===== config.mk =====
export PLATFORM = sky130hd
export DESIGN_NAME = distance_vector_route_update
export DESIGN_NICKNAME = d
export VERILOG_FILES = /design/src/hdl/dvru_pkg.sv /design/src/hdl/dvru_front.sv /design/src/hdl/dvru_queue.sv /design/src/hdl/dvru_back.sv /design/src/hdl/distance_vector_route_update.sv
export SDC_FILE = /design/constraint.sdc
export NUM_CORES = 2
export LEC_CHECK = 0
export BUFFER_PORTS_ARGS = -buffer_cell sky130_fd_sc_hd__buf_2
export CAP_MARGIN = 20
export CORE_MARGIN = 5
export CORE_UTILIZATION = 23
export DETAILED_ROUTE_END_ITERATION = 10
export GPL_ROUTABILITY_DRIVEN = 0
export PLACE_DENSITY = 0.43
export SYNTH_ARGS = -nofsm -noshare
export SYNTH_HDL_FRONTEND = slang
export SYNTH_MEMORY_MAX_BITS = 65536
export SYNTH_SLANG_ARGS = --single-unit

===== constraint.sdc =====
create_clock -name clk -period 16.5 [get_ports clk]
set_clock_uncertainty 0.05 [all_clocks]
set_input_delay 2.475 -clock clk [delete_from_list [all_inputs] [get_ports clk]]
set_output_delay 2.475 -clock clk [all_outputs]
set_load 0.01 [all_outputs]

===== src/hdl/dvru_pkg.sv =====
// shared types and constants of the distance vector route update block
package dvru_pkg;

  localparam int MAX_ROUTERS_DEF = 16;
  localparam int FIELD_IDX_W     = 4;
  localparam int COST_W          = 16;
  localparam logic [COST_W-1:0] COST_UNREACH = '1;

  localparam int QUEUE_DEPTH = 2;

  // configuration port
  localparam int CFG_IDX_W  = 2;
  localparam int CFG_DATA_W = 5;
  localparam logic [CFG_IDX_W-1:0] CFG_ROUTER_COUNT = 2'd0;
  localparam logic [CFG_IDX_W-1:0] CFG_OWN_INDEX    = 2'd1;

  // input item kinds
  localparam logic [1:0] KIND_LOAD_ENTRY = 2'd0;
  localparam logic [1:0] KIND_SET_LINK   = 2'd1;
  localparam logic [1:0] KIND_RECOMPUTE  = 2'd2;

  typedef struct packed {
    logic [1:0]             kind;
    logic [FIELD_IDX_W-1:0] row;
    logic [FIELD_IDX_W-1:0] column;
    logic [COST_W-1:0]      cost;
    logic                   is_neighbor;
  } in_item_t;

  typedef struct packed {
    logic [FIELD_IDX_W-1:0] destination;
    logic [COST_W-1:0]      best_cost;
    logic [FIELD_IDX_W-1:0] next_hop;
    logic                   has_route;
    logic                   entry_changed;
    logic                   any_changed;
    logic                   last;
  } out_item_t;

  typedef enum logic [1:0] {
    OP_LOAD_ENTRY,
    OP_SET_LINK,
    OP_RECOMPUTE
  } cmd_op_t;

  // a classified command waiting for the back end
  typedef struct packed {
    cmd_op_t                op;
    logic [FIELD_IDX_W-1:0] row;
    logic [FIELD_IDX_W-1:0] column;
    logic [COST_W-1:0]      cost;
    logic                   is_neighbor;
  } cmd_t;

endpackage


===== src/hdl/dvru_front.sv =====
// front end: accepts input items, drops the ones that do nothing, queues the rest
module dvru_front #(
  parameter int MAX_ROUTERS = dvru_pkg::MAX_ROUTERS_DEF
) (
  input  logic                               clk,
  input  logic                               rst_n,
  input  logic                               in_valid,
  input  dvru_pkg::in_item_t                 in_data,
  output logic                               in_stall,
  input  logic [$clog2(MAX_ROUTERS+1)-1:0]   cnt,
  input  logic [dvru_pkg::FIELD_IDX_W-1:0]   own_index,
  input  logic                               q_full,
  output logic                               q_push,
  output dvru_pkg::cmd_t                     q_cmd
);

  logic keep;
  logic row_ok;
  logic col_ok;
  logic own_ok;
  logic seen_r;

  assign row_ok = 32'(in_data.row) < 32'(MAX_ROUTERS);
  assign col_ok = 32'(in_data.column) < 32'(MAX_ROUTERS);
  assign own_ok = 32'(own_index) < 32'(cnt);

  always_comb begin
    keep            = 1'b0;
    q_cmd.op        = dvru_pkg::OP_LOAD_ENTRY;
    q_cmd.row       = in_data.row;
    q_cmd.column    = in_data.column;
    q_cmd.cost      = in_data.cost;
    q_cmd.is_neighbor = in_data.is_neighbor;
    unique case (in_data.kind)
      dvru_pkg::KIND_LOAD_ENTRY: begin
        keep     = row_ok && col_ok;
        q_cmd.op = dvru_pkg::OP_LOAD_ENTRY;
      end
      dvru_pkg::KIND_SET_LINK: begin
        keep     = row_ok;
        q_cmd.op = dvru_pkg::OP_SET_LINK;
      end
      dvru_pkg::KIND_RECOMPUTE: begin
        // own router outside the routers in use: nothing to do
        keep     = own_ok;
        q_cmd.op = dvru_pkg::OP_RECOMPUTE;
      end
      default: keep = 1'b0;
    endcase
  end

  // stall stays high out of reset until the queue is known empty
  always_ff @(posedge clk) begin
    if (!rst_n) begin
      seen_r <= 1'b0;
    end else begin
      seen_r <= 1'b1;
    end
  end

  assign in_stall = q_full || !seen_r;
  assign q_push   = in_valid && !in_stall && keep;

endmodule


===== src/hdl/dvru_queue.sv =====
// short command queue between front end and back end
module dvru_queue (
  input  logic           clk,
  input  logic           rst_n,
  input  logic           push,
  input  dvru_pkg::cmd_t push_data,
  output logic           full,
  output logic           pop_valid,
  input  logic           pop,
  output dvru_pkg::cmd_t pop_data
);

  localparam int QD  = dvru_pkg::QUEUE_DEPTH;
  localparam int QAW = $clog2(QD);

  dvru_pkg::cmd_t  slots_r [QD];
  logic [QAW-1:0]  wr_ptr_r;
  logic [QAW-1:0]  rd_ptr_r;
  logic [QAW:0]    fill_r;
  logic            do_push;
  logic            do_pop;

  assign full      = fill_r == (QAW+1)'(QD);
  assign pop_valid = fill_r != '0;
  assign pop_data  = slots_r[rd_ptr_r];
  assign do_push   = push && !full;
  assign do_pop    = pop && pop_valid;

  always_ff @(posedge clk) begin
    if (!rst_n) begin
      wr_ptr_r <= '0;
      rd_ptr_r <= '0;
      fill_r   <= '0;
    end else begin
      if (do_push) begin
        slots_r[wr_ptr_r] <= push_data;
        wr_ptr_r <= (wr_ptr_r == QAW'(QD-1)) ? '0 : wr_ptr_r + 1'b1;
      end
      if (do_pop) begin
        rd_ptr_r <= (rd_ptr_r == QAW'(QD-1)) ? '0 : rd_ptr_r + 1'b1;
      end
      fill_r <= fill_r + (QAW+1)'(do_push) - (QAW+1)'(do_pop);
    end
  end

endmodule


===== src/hdl/dvru_back.sv =====
// back end: table writes and the per-destination relaxation sequencer
module dvru_back #(
  parameter int MAX_ROUTERS = dvru_pkg::MAX_ROUTERS_DEF
) (
  input  logic                               clk,
  input  logic                               rst_n,
  input  logic [$clog2(MAX_ROUTERS+1)-1:0]   cnt,
  input  logic [$clog2(MAX_ROUTERS)-1:0]     own,
  input  logic                               q_valid,
  input  dvru_pkg::cmd_t                     q_cmd,
  output logic                               q_pop,
  output logic                               out_valid,
  output dvru_pkg::out_item_t                out_data,
  input  logic                               out_stall
);

  localparam int RW        = $clog2(MAX_ROUTERS);
  localparam int CW        = $clog2(MAX_ROUTERS+1);
  localparam int DW        = CW + 1;
  localparam int MAT_DEPTH = 1 << (2*RW);
  localparam int CST_W     = dvru_pkg::COST_W;

  typedef enum logic [2:0] {
    S_IDLE,
    S_SCAN,
    S_OWN,
    S_DRAIN
  } state_t;

  state_t state_r;

  // memories
  logic [CST_W-1:0] mat_mem  [MAT_DEPTH];
  logic [CST_W-1:0] link_mem [MAX_ROUTERS];
  logic [RW-1:0]    hop_mem  [MAX_ROUTERS];

  logic                 mat_we;
  logic [2*RW-1:0]      mat_waddr;
  logic [CST_W-1:0]     mat_wdata;
  logic                 mat_re;
  logic [2*RW-1:0]      mat_raddr;
  logic [CST_W-1:0]     mat_q;
  logic                 link_we;
  logic [CST_W-1:0]     link_q;
  logic                 hop_we;
  logic [RW-1:0]        hop_q;

  // flags reset at once
  logic [MAX_ROUTERS-1:0] nb_r;
  logic [MAX_ROUTERS-1:0] hop_vld_r;

  // sequencer
  logic [RW-1:0]    dest_r;
  logic [RW-1:0]    n_r;
  logic             rd_v_r;
  logic             rd_nb_r;
  logic [RW-1:0]    rd_n_r;
  logic [CST_W-1:0] best_r;
  logic [RW-1:0]    hop_r;
  logic             hop_has_r;
  logic             any_r;
  logic             out_valid_r;
  dvru_pkg::out_item_t out_data_r;

  logic [CST_W:0]   sum;
  logic [CST_W-1:0] sum_sat;
  logic             changed;
  logic             out_free;
  logic [DW-1:0]    nd1;
  logic [DW-1:0]    nd;
  logic             is_last;
  logic [DW-1:0]    d0;
  logic [RW-1:0]    cmd_row;
  logic [RW-1:0]    cmd_col;

  assign cmd_row = RW'(q_cmd.row);
  assign cmd_col = RW'(q_cmd.column);

  assign sum     = {1'b0, link_q} + {1'b0, mat_q};
  assign sum_sat = sum[CST_W] ? dvru_pkg::COST_UNREACH : sum[CST_W-1:0];

  assign changed = (mat_q != best_r) || (hop_vld_r[dest_r] != hop_has_r) ||
                   (hop_has_r && (hop_q != hop_r));
  assign out_free = !out_valid_r || !out_stall;

  // next destination, skipping the own one
  assign nd1     = DW'(dest_r) + DW'(1);
  assign nd      = (nd1 == DW'(own)) ? nd1 + DW'(1) : nd1;
  assign is_last = nd >= DW'(cnt);
  assign d0      = (own == '0) ? DW'(1) : '0;

  assign q_pop = (state_r == S_IDLE) && q_valid;

  always_comb begin
    mat_we    = 1'b0;
    mat_waddr = {cmd_row, cmd_col};
    mat_wdata = q_cmd.cost;
    link_we   = 1'b0;
    hop_we    = 1'b0;
    mat_re    = 1'b0;
    mat_raddr = {n_r, dest_r};
    unique case (state_r)
      S_IDLE: begin
        mat_we  = q_valid && (q_cmd.op == dvru_pkg::OP_LOAD_ENTRY);
        link_we = q_valid && (q_cmd.op == dvru_pkg::OP_SET_LINK);
      end
      S_SCAN: begin
        mat_re = 1'b1;
      end
      S_OWN: begin
        mat_re    = 1'b1;
        mat_raddr = {own, dest_r};
      end
      S_DRAIN: begin
        mat_we    = out_free && changed;
        mat_waddr = {own, dest_r};
        mat_wdata = best_r;
        hop_we    = out_free && changed;
      end
      default: ;
    endcase
  end

  always_ff @(posedge clk) begin
    if (mat_we) begin
      mat_mem[mat_waddr] <= mat_wdata;
    end
    if (mat_re) begin
      mat_q <= mat_mem[mat_raddr];
    end
  end

  always_ff @(posedge clk) begin
    if (link_we) begin
      link_mem[cmd_row] <= q_cmd.cost;
    end
    if (state_r == S_SCAN) begin
      link_q <= link_mem[n_r];
    end
  end

  always_ff @(posedge clk) begin
    if (hop_we) begin
      hop_mem[dest_r] <= hop_r;
    end
    if (state_r == S_OWN) begin
      hop_q <= hop_mem[dest_r];
    end
  end

  always_ff @(posedge clk) begin
    if (!rst_n) begin
      state_r     <= S_IDLE;
      nb_r        <= '0;
      hop_vld_r   <= '0;
      rd_v_r      <= 1'b0;
      any_r       <= 1'b0;
      out_valid_r <= 1'b0;
    end else begin
      if (out_valid_r && !out_stall) begin
        out_valid_r <= 1'b0;
      end

      // relax with the neighbor entry that arrived this cycle
      if (rd_v_r && rd_nb_r && (sum_sat < best_r)) begin
        best_r    <= sum_sat;
        hop_r     <= rd_n_r;
        hop_has_r <= 1'b1;
      end

      unique case (state_r)
        S_IDLE: begin
          rd_v_r <= 1'b0;
          if (q_valid) begin
            unique case (q_cmd.op)
              dvru_pkg::OP_SET_LINK: nb_r[cmd_row] <= q_cmd.is_neighbor;
              dvru_pkg::OP_RECOMPUTE: begin
                any_r     <= 1'b0;
                dest_r    <= RW'(d0);
                n_r       <= '0;
                best_r    <= dvru_pkg::COST_UNREACH;
                hop_r     <= '0;
                hop_has_r <= 1'b0;
                // a single router in use has no destinations
                if (d0 < DW'(cnt)) begin
                  state_r <= S_SCAN;
                end
              end
              default: ;
            endcase
          end
        end
        S_SCAN: begin
          rd_v_r  <= 1'b1;
          rd_n_r  <= n_r;
          rd_nb_r <= nb_r[n_r];
          n_r     <= n_r + 1'b1;
          if (CW'(n_r) == cnt - CW'(1)) begin
            state_r <= S_OWN;
          end
        end
        S_OWN: begin
          rd_v_r  <= 1'b0;
          state_r <= S_DRAIN;
        end
        S_DRAIN: begin
          rd_v_r <= 1'b0;
          if (out_free) begin
            out_valid_r                <= 1'b1;
            out_data_r.destination     <= dvru_pkg::FIELD_IDX_W'(dest_r);
            out_data_r.best_cost       <= best_r;
            out_data_r.next_hop        <= hop_has_r ? dvru_pkg::FIELD_IDX_W'(hop_r) : '0;
            out_data_r.has_route       <= hop_has_r;
            out_data_r.entry_changed   <= changed;
            out_data_r.any_changed     <= is_last && (any_r || changed);
            out_data_r.last            <= is_last;
            any_r                      <= any_r || changed;
            if (changed) begin
              hop_vld_r[dest_r] <= hop_has_r;
            end
            if (is_last) begin
              state_r <= S_IDLE;
            end else begin
              dest_r    <= RW'(nd);
              n_r       <= '0;
              best_r    <= dvru_pkg::COST_UNREACH;
              hop_r     <= '0;
              hop_has_r <= 1'b0;
              state_r   <= S_SCAN;
            end
          end
        end
        default: state_r <= S_IDLE;
      endcase
    end
  end

  assign out_valid = out_valid_r;
  assign out_data  = out_data_r;

endmodule


===== src/hdl/distance_vector_route_update.sv =====
// top level of the distance vector route update block
//
// Input channel (in_valid, in_data, in_stall) takes load items and recompute
// items; result channel (out_valid, out_data, out_stall) returns one
// transaction per destination of a recompute, the final one marked last.
// Configuration (router_count, own_index) is written on cfg_* while idle.
// A front end classifies items and drops the ones that do nothing, a
// two-entry command queue decouples it from the back end, so loads keep
// flowing in while a recompute runs, until the queue is full.
// For each destination, a recompute with N routers in use reads N matrix
// entries plus the own entry through the single read port of the matrix
// memory, then compares and writes back a changed entry.
// Reset clears the neighbor flags and next-hop valid flags at once; there is no
// clearing pass, and matrix entries are undefined until loaded. in_stall is
// high for one cycle after reset.
// A stalled result holds in the output register; the back end waits there
// with the next destination ready, and the queue keeps taking items until full.
module distance_vector_route_update #(
  parameter int MAX_ROUTERS = dvru_pkg::MAX_ROUTERS_DEF
) (
  input  logic                              clk,
  input  logic                              rst_n,
  input  logic                              in_valid,
  input  dvru_pkg::in_item_t                in_data,
  output logic                              in_stall,
  output logic                              out_valid,
  output dvru_pkg::out_item_t               out_data,
  input  logic                              out_stall,
  input  logic                              cfg_valid,
  output logic                              cfg_ready,
  input  logic [dvru_pkg::CFG_IDX_W-1:0]    cfg_index,
  input  logic [dvru_pkg::CFG_DATA_W-1:0]   cfg_wdata
);

  localparam int RW = $clog2(MAX_ROUTERS);
  localparam int CW = $clog2(MAX_ROUTERS+1);

  logic [dvru_pkg::CFG_DATA_W-1:0]  router_count_r;
  logic [dvru_pkg::FIELD_IDX_W-1:0] own_index_r;
  logic [CW-1:0]                    cnt;

  logic           q_push;
  logic           q_full;
  logic           q_valid;
  logic           q_pop;
  dvru_pkg::cmd_t push_cmd;
  dvru_pkg::cmd_t pop_cmd;

  assign cfg_ready = 1'b1;

  always_ff @(posedge clk) begin
    if (!rst_n) begin
      router_count_r <= dvru_pkg::CFG_DATA_W'(1);
      own_index_r    <= '0;
    end else if (cfg_valid && cfg_ready) begin
      case (cfg_index)
        dvru_pkg::CFG_ROUTER_COUNT: router_count_r <= cfg_wdata;
        dvru_pkg::CFG_OWN_INDEX:    own_index_r    <= cfg_wdata[dvru_pkg::FIELD_IDX_W-1:0];
        default: ;
      endcase
    end
  end

  // counts above the table size are clamped
  assign cnt = (32'(router_count_r) > 32'(MAX_ROUTERS)) ? CW'(MAX_ROUTERS)
                                                        : CW'(router_count_r);

  dvru_front #(
    .MAX_ROUTERS(MAX_ROUTERS)
  ) u_front (
    .clk       (clk),
    .rst_n     (rst_n),
    .in_valid  (in_valid),
    .in_data   (in_data),
    .in_stall  (in_stall),
    .cnt       (cnt),
    .own_index (own_index_r),
    .q_full    (q_full),
    .q_push    (q_push),
    .q_cmd     (push_cmd)
  );

  dvru_queue u_queue (
    .clk       (clk),
    .rst_n     (rst_n),
    .push      (q_push),
    .push_data (push_cmd),
    .full      (q_full),
    .pop_valid (q_valid),
    .pop       (q_pop),
    .pop_data  (pop_cmd)
  );

  dvru_back #(
    .MAX_ROUTERS(MAX_ROUTERS)
  ) u_back (
    .clk       (clk),
    .rst_n     (rst_n),
    .cnt       (cnt),
    .own       (RW'(own_index_r)),
    .q_valid   (q_valid),
    .q_cmd     (pop_cmd),
    .q_pop     (q_pop),
    .out_valid (out_valid),
    .out_data  (out_data),
    .out_stall (out_stall)
  );

  a_any_only_on_last: assert property (@(posedge clk) disable iff (!rst_n)
    out_valid && out_data.any_changed |-> out_data.last)
    else $error("any_changed set on a result that is not last");

  a_no_route_shape: assert property (@(posedge clk) disable iff (!rst_n)
    out_valid && !out_data.has_route |->
      out_data.best_cost == dvru_pkg::COST_UNREACH && out_data.next_hop == '0)
    else $error("result without route carries a cost or next hop");

  a_no_overflow: assert property (@(posedge clk) disable iff (!rst_n)
    q_full |-> !q_push)
    else $error("command pushed into a full queue");

  a_changed_flag: assert property (@(posedge clk) disable iff (!rst_n)
    out_valid && out_data.last && !out_data.any_changed |-> !out_data.entry_changed)
    else $error("last result changed but any_changed is clear");

endmodule

Yosys cells after proc, flatten, opt, wreduce, memory -nomap -nowiden

Memory sizes are Yosys's and may differ from the RTL's. A register that Yosys moved wholly into a read port is not among the register bits.
Cells that the tools add are included.

Reductions and logical operators: 47
Order comparisons: 10
Equality and inequality tests: 20
Add/subtract/negate cells: 9
Mux-type cells: 80

Operators with widths:

| kind                  | number |
|---|---|
| $mux W16              | 7 |
| $mux W4               | 13 |
| $mux W1               | 34 |
| $bwmux W16            | 2 |
| $pmux W16 S2          | 1 |
| $add A16 B16 Y17      | 1 |
| $lt A16 B16 Y1        | 1 |
| $mux W8               | 2 |
| $ne A16 B16 Y1        | 1 |
| $pmux W4 S2           | 2 |
| $logic_and A1 B1 Y1   | 15 |
| $lt A4 B5 Y1 const B  | 3 |
| $mux W3               | 5 |
| $pmux W3 S4           | 1 |
| $pmux W4 S3           | 1 |
| $reduce_and A6 Y1     | 2 |
| $pmux W1 S2           | 5 |
| $reduce_and A3 Y1     | 3 |
| $bmux W1 S4           | 2 |
| $demux W1 S4          | 2 |
| $ge A4 B1 Y1 const B  | 2 |
| $ne A2 B2 Y1 const B  | 4 |
| $add A6 B1 Y6 const B | 1 |
| $eq A2 B1 Y1 const B  | 3 |
| other kinds (33)      | 53 |

Output and inout port bits: 31
Memories: 4
Bits in writable memories: 4470
Flip-flop bits (word level): 114

Memories:

| memory          | words | bits a word | read ports | clocked after memory_dff | wr ports | line             | text |
|---|---|---|---|---|---|---|---|
| u_back.mat_mem  | 256   | 16          | 1          | 1                        | 1        | dvru_back.sv:33  | `logic [CST_W-1:0] mat_mem [MAT_DEPTH];` |
| u_back.link_mem | 16    | 16          | 1          | 1                        | 1        | dvru_back.sv:34  | `logic [CST_W-1:0] link_mem [MAX_ROUTERS];` |
| u_back.hop_mem  | 16    | 4           | 1          | 1                        | 1        | dvru_back.sv:35  | `logic [RW-1:0] hop_mem [MAX_ROUTERS];` |
| u_queue.slots_r | 2     | 27          | 1          | 1                        | 1        | dvru_queue.sv:16 | `dvru_pkg::cmd_t slots_r [QD];` |

Depth between registers and ports, before layout

Depth after elaboration: 9
Gate-level depth with buffers: 24

By module

Synthesis repeated with hierarchy kept, for this count alone.

Cell total of the unflattened synthesis: 8201
Area, all modules: 179593.5 um^2

By module, submodules not included:

| module                       | times used | cells an instance | sequential area each (um^2) | area an instance (um^2) |
|---|---|---|---|---|
| dvru_back                    | 1          | 8004              | 136290.7                    | 176564.3 |
| dvru_queue                   | 1          | 110               | 1721.7                      | 2292.2 |
| distance_vector_route_update | 1          | 43                | 180.2                       | 400.4 |
| dvru_front                   | 1          | 44                | 20.0                        | 336.6 |

Worst setup path before layout

No wires, ideal clock.

Path kind: register to register
From: reg with a tool-made name
To: mem u_back.mat_mem[0][15] (netlist name), data pin
Setup time: 1.578 ns
Path slack: 6.210 ns
Buffers on the path: 3
Arrival time: 8.662 ns
Stages on the path, launching flop included: 7
Cell sequence: dfxtp_1 buf_1 clkbuf_1 buf_1 mux2_2 nor2_1 a21oi_1

RTL lines:

| element          | line |
|---|---|
| end: declaration | dvru_back.sv:33 |

Final worst setup path

From: reg u_back.dest_r[0]
To: reg u_back.mat_q[6] (read register of u_back.mat_mem), data pin

Word-level cells in the longest chain between the ends: 1

RTL lines:

| element                  | line             | text |
|---|---|---|
| start: declaration       | dvru_back.sv:53  | `logic [RW-1:0] dest_r;` |
| start signal: assignment | dvru_back.sv:179 | `dest_r <= RW'(d0);` |
| start signal: assignment | dvru_back.sv:224 | `dest_r <= RW'(nd);` |
| $mux W8                  | dvru_back.sv:102 | `unique case (state_r)` |
| end: declaration         | dvru_back.sv:42  | `logic [CST_W-1:0] mat_q;` |

Every way passes these cells.
A chain may end at the register's enable or synchronous reset.

==> flow_metrics.py <==
metrics = {
    "floorplan": {
        "core_mm2": 0.778,
        "dieArea_mm2": 0.798,
        "io_pins": 70,
        "initial_utilization_pct": 23.1,
        "die_y_um": 893,
        "rows": 324,
        "die_x_um": 893,
    },
    "worst_setup_path": {
        "arrival_ps": 8310,
        "rrSetupSlack_ps": 8910,
        "end_kind": "register",
        "cp_cell_sequence": "buf_4 > buf_4 > buf_12 > buf_12 > buf_4 > mux4_2 > nand2_1 > a21oi_1 > a2111oi_0 > buf_4 > nor4_2 > buf_4 > o32ai_1 > o221ai_1",
        "critical_path_class": "register to register",
        "timing.rr.end": "u_back.mat_q[6]",
        "crit_fanout": 73,
        "crit_buf_inv": 7,
        "ff2ff_path_depth": 14,
        "crit_path_top_delay_cell": "a2111oi_0",
        "cp-start-kind": "register",
        "crit_required_ps": 17220,
        "r2r_start": "u_back.dest_r[0]",
        "cp-startpoint": "u_back.dest_r[0]",
        "slowest_delay_ps": 950,
        "cp_common_cell": "buf_4",
        "cpLargestDelayFamily": "buffers and inverters",
    },
    "global_routing": {
        "grt_pass1_wl_um": 776000,
        "antenna_found_initial": 48,
        "track_usage_pct": 13.7,
        "grt_pass1_vias": 91310,
        "grt-ovfl-total": 0,
        "grt_max_degree": 197,
    },
    "synthesis": {
        "ys_warn_count": 0,
        "async_reset_ff_share_pct": 0,
        "synth-seq-cells": 4620,
        "syn_avg_cell_area_um2": 21.5,
        "synth_cell_types": 74,
        "synth-edff-count": 4568,
        "synth_nets": 8422,
        "ys_seq_area_share_pct": 77.0,
        "post-synth-top-area-cell": "edfxtp_1",
        "synth_cells": 8330,
        "yosys-top-cells-count": "edfxtp_1, mux4_2, mux2i_1, nor2_1, nand2_1",
        "synthTopCellsByArea": "edfxtp_1, mux4_2, mux2i_1, nor2_1, dfxtp_1",
        "post-synth-top-count-cell": "edfxtp_1",
        "ys.flop_type": "edfxtp_1",
        "synth_top_area_share_pct": 76.4,
        "syn_area_mm2": 0.179,
    },
    "sta": {
        "tightestPinTransition_ps": 1760,
        "max_freq_mhz": 132,
        "tns_ps": 0,
        "finalCritPeriodShare_pct": 46.0,
        "hold_slack_ps": 454,
        "finalSetupViolations": 0,
        "setup_slack_ps": 8910,
        "hold_viol_final": 0,
        "final_max_slew_viol_count": 160,
        "min_period_ps": 7590,
        "relSlewSlack_pct": -17.6,
        "rsz0062_at_grt": "false",
    },
    "detailed_routing": {
        "wl_per_cell_um": 28.9,
        "route.detailed.drc": 0,
        "route.vias.total": 89803,
        "initialDrtViolationCount": 10186,
        "wl_um": 567000,
        "antenna_left": 0,
        "drt_first_pass_iters": 6,
        "via_per_inst": 4.58,
    },
    "min_path": {
        "holdPathEnd": "u_back.nb_r[12]",
        "min_path_type": "register to register",
        "min_path_cells": 2,
        "hold_start": "u_back.nb_r[12]",
    },
    "placement": {
        "io_buffers": 68,
        "dp_hpwl_um": 337000,
        "place_inst": 18658,
        "pre_cts_ws_ps": 8570,
    },
    "clock_network": {
        "cts_resized": 0,
        "cts_buffers": 483,
        "cts_tree": "built",
        "clk_pin_slew_ps": 60,
        "cts.path.max_buffers": 4,
        "cts_setup_buffers": 0,
        "htreeDepth": 5,
        "ctsRootBufferMaster": "clkbuf_16",
        "worstSkewPairLatency_ps": 1050,
        "hold_buffers": 0,
        "cts.sinks": 4620,
    },
    "layout": {
        "syn_to_final_growth_pct": 17.9,
        "nets": 8977,
        "stdcell_count": 19594,
        "drive_above_1_share_pct": 28.5,
    },
    "power_and_ir_drop": {
        "leakage_nw": 65.0,
        "ir_worst_vdd_v": 0.0000988,
        "power_density_mw_per_mm2": 134,
        "finalPower_mw": 28.3,
    },
    "job": {
        "maxCapViolations": 0,
    },
    "status": {
        "violations": "max-slew violations",
        "status": "finished, violations left",
    },
}
[routing by layer]
layer | vias up | share of wire, % | GRT usage [%]
met5 | - | 0.0021 | 0
met4 | 2 | 2.8 | 3.52
met3 | 750 | 6.3 | 2.05
met2 | 3371 | 47 | 22.3
met1 | 49559 | 44 | 19.3
li1 | 36121 | - | -
[report_power, final]
part	switching [mW]	internal [mW]	total, mW
clock	4.65	6.29	10.9
sequential	0.0908	13.8	13.9
combinational	2.61	0.900	3.51
total	7.36	21.0	28.3
[layout make-up]
type | instances | area (um2)
flip-flops and latches | 4620 | 138000
clock buffers | 592 | 12600
repair buffers | 534 | 4410
clock inverters | 312 | 3250
diodes | 21 | 52.6
fillers | 76948 | 567000
multi-input cells | 3212 | 40000
well taps | 10269 | 12800
inverters | 34 | 138
[stage by stage]
step | cell area, um2 | util (%)
2_1_floorplan | 179000 | -
3_3_place_gp | 195000 | 25.1
3_5_place_dp | 195000 | 25.1
4_1_cts | 211000 | 27.1
5_1_grt | 211000 | 27.2
6_report | 212000 | 27.2
[cells by family (layout without fill, tap and decap cells)]
family                     count (synthesis)  in the layout  synth area share (%)
and+or+nand+nor                          903            903                  2.24
xor gates and xnor gates                  47             47                 0.229
other                                      1             22               0.00209
adders and majority gates                 53             53                 0.374
DFF                                     4620           4620                  77.0
muxes                                   1578           1578                  16.6
AOI/OAI and AO/OA                        630            630                  2.28
buffers and inverters                    498           1472                  1.25
[sequential cells by signal (all words and copies together) (netlist names), 28 cells and up, named ones only]
signal           count
u_back.hop_mem      64
u_back.mat_mem    4096
u_queue.slots_r     54
u_back.out_data     28
u_back.link_mem    256
[worst reg2reg max path, stage by stage (launching register included)]
cell	delay, ps
edfxtp_1	800
buf_4	680
buf_4	710
buf_12	550
buf_12	590
buf_4	950
mux4_2	690
nand2_1	90
a21oi_1	130
a2111oi_0	950
buf_4	280
nor4_2	40
buf_4	200
o32ai_1	430
o221ai_1	200
[worst max path at each step]
stage / end / depth (start not counted)
finish: u_back.mat_q[6] / 14
global route: u_back.mat_q[6] / 14
CTS: u_back.mat_q[6] / 14
detailed placement: u_back.mat_q[6] / 14
global placement: u_back.mat_q[6] / 13
floorplan: u_back.mat_mem[0][15] / 6
[layout by cell type (no fill, tap or decap), types with 41 or more instances in the layout]
cell / n
a21oi_1: 128
mux2i_1: 429
bufinv_16: 54
dfxtp_1: 51
a211oi_1: 41
ha_1: 51
clkbuf_1: 101
clkinv_2: 83
o22ai_1: 99
o21ai_0: 128
mux4_2: 1116
buf_4: 418
clkbuf_16: 488
o221ai_1: 55
nor2_2: 189
clkinv_1: 112
nor2_1: 178
nand2_1: 244
buf_2: 70
edfxtp_1: 4568
nor3_1: 47
No activity file was read; power rests on OpenSTA's default activity.
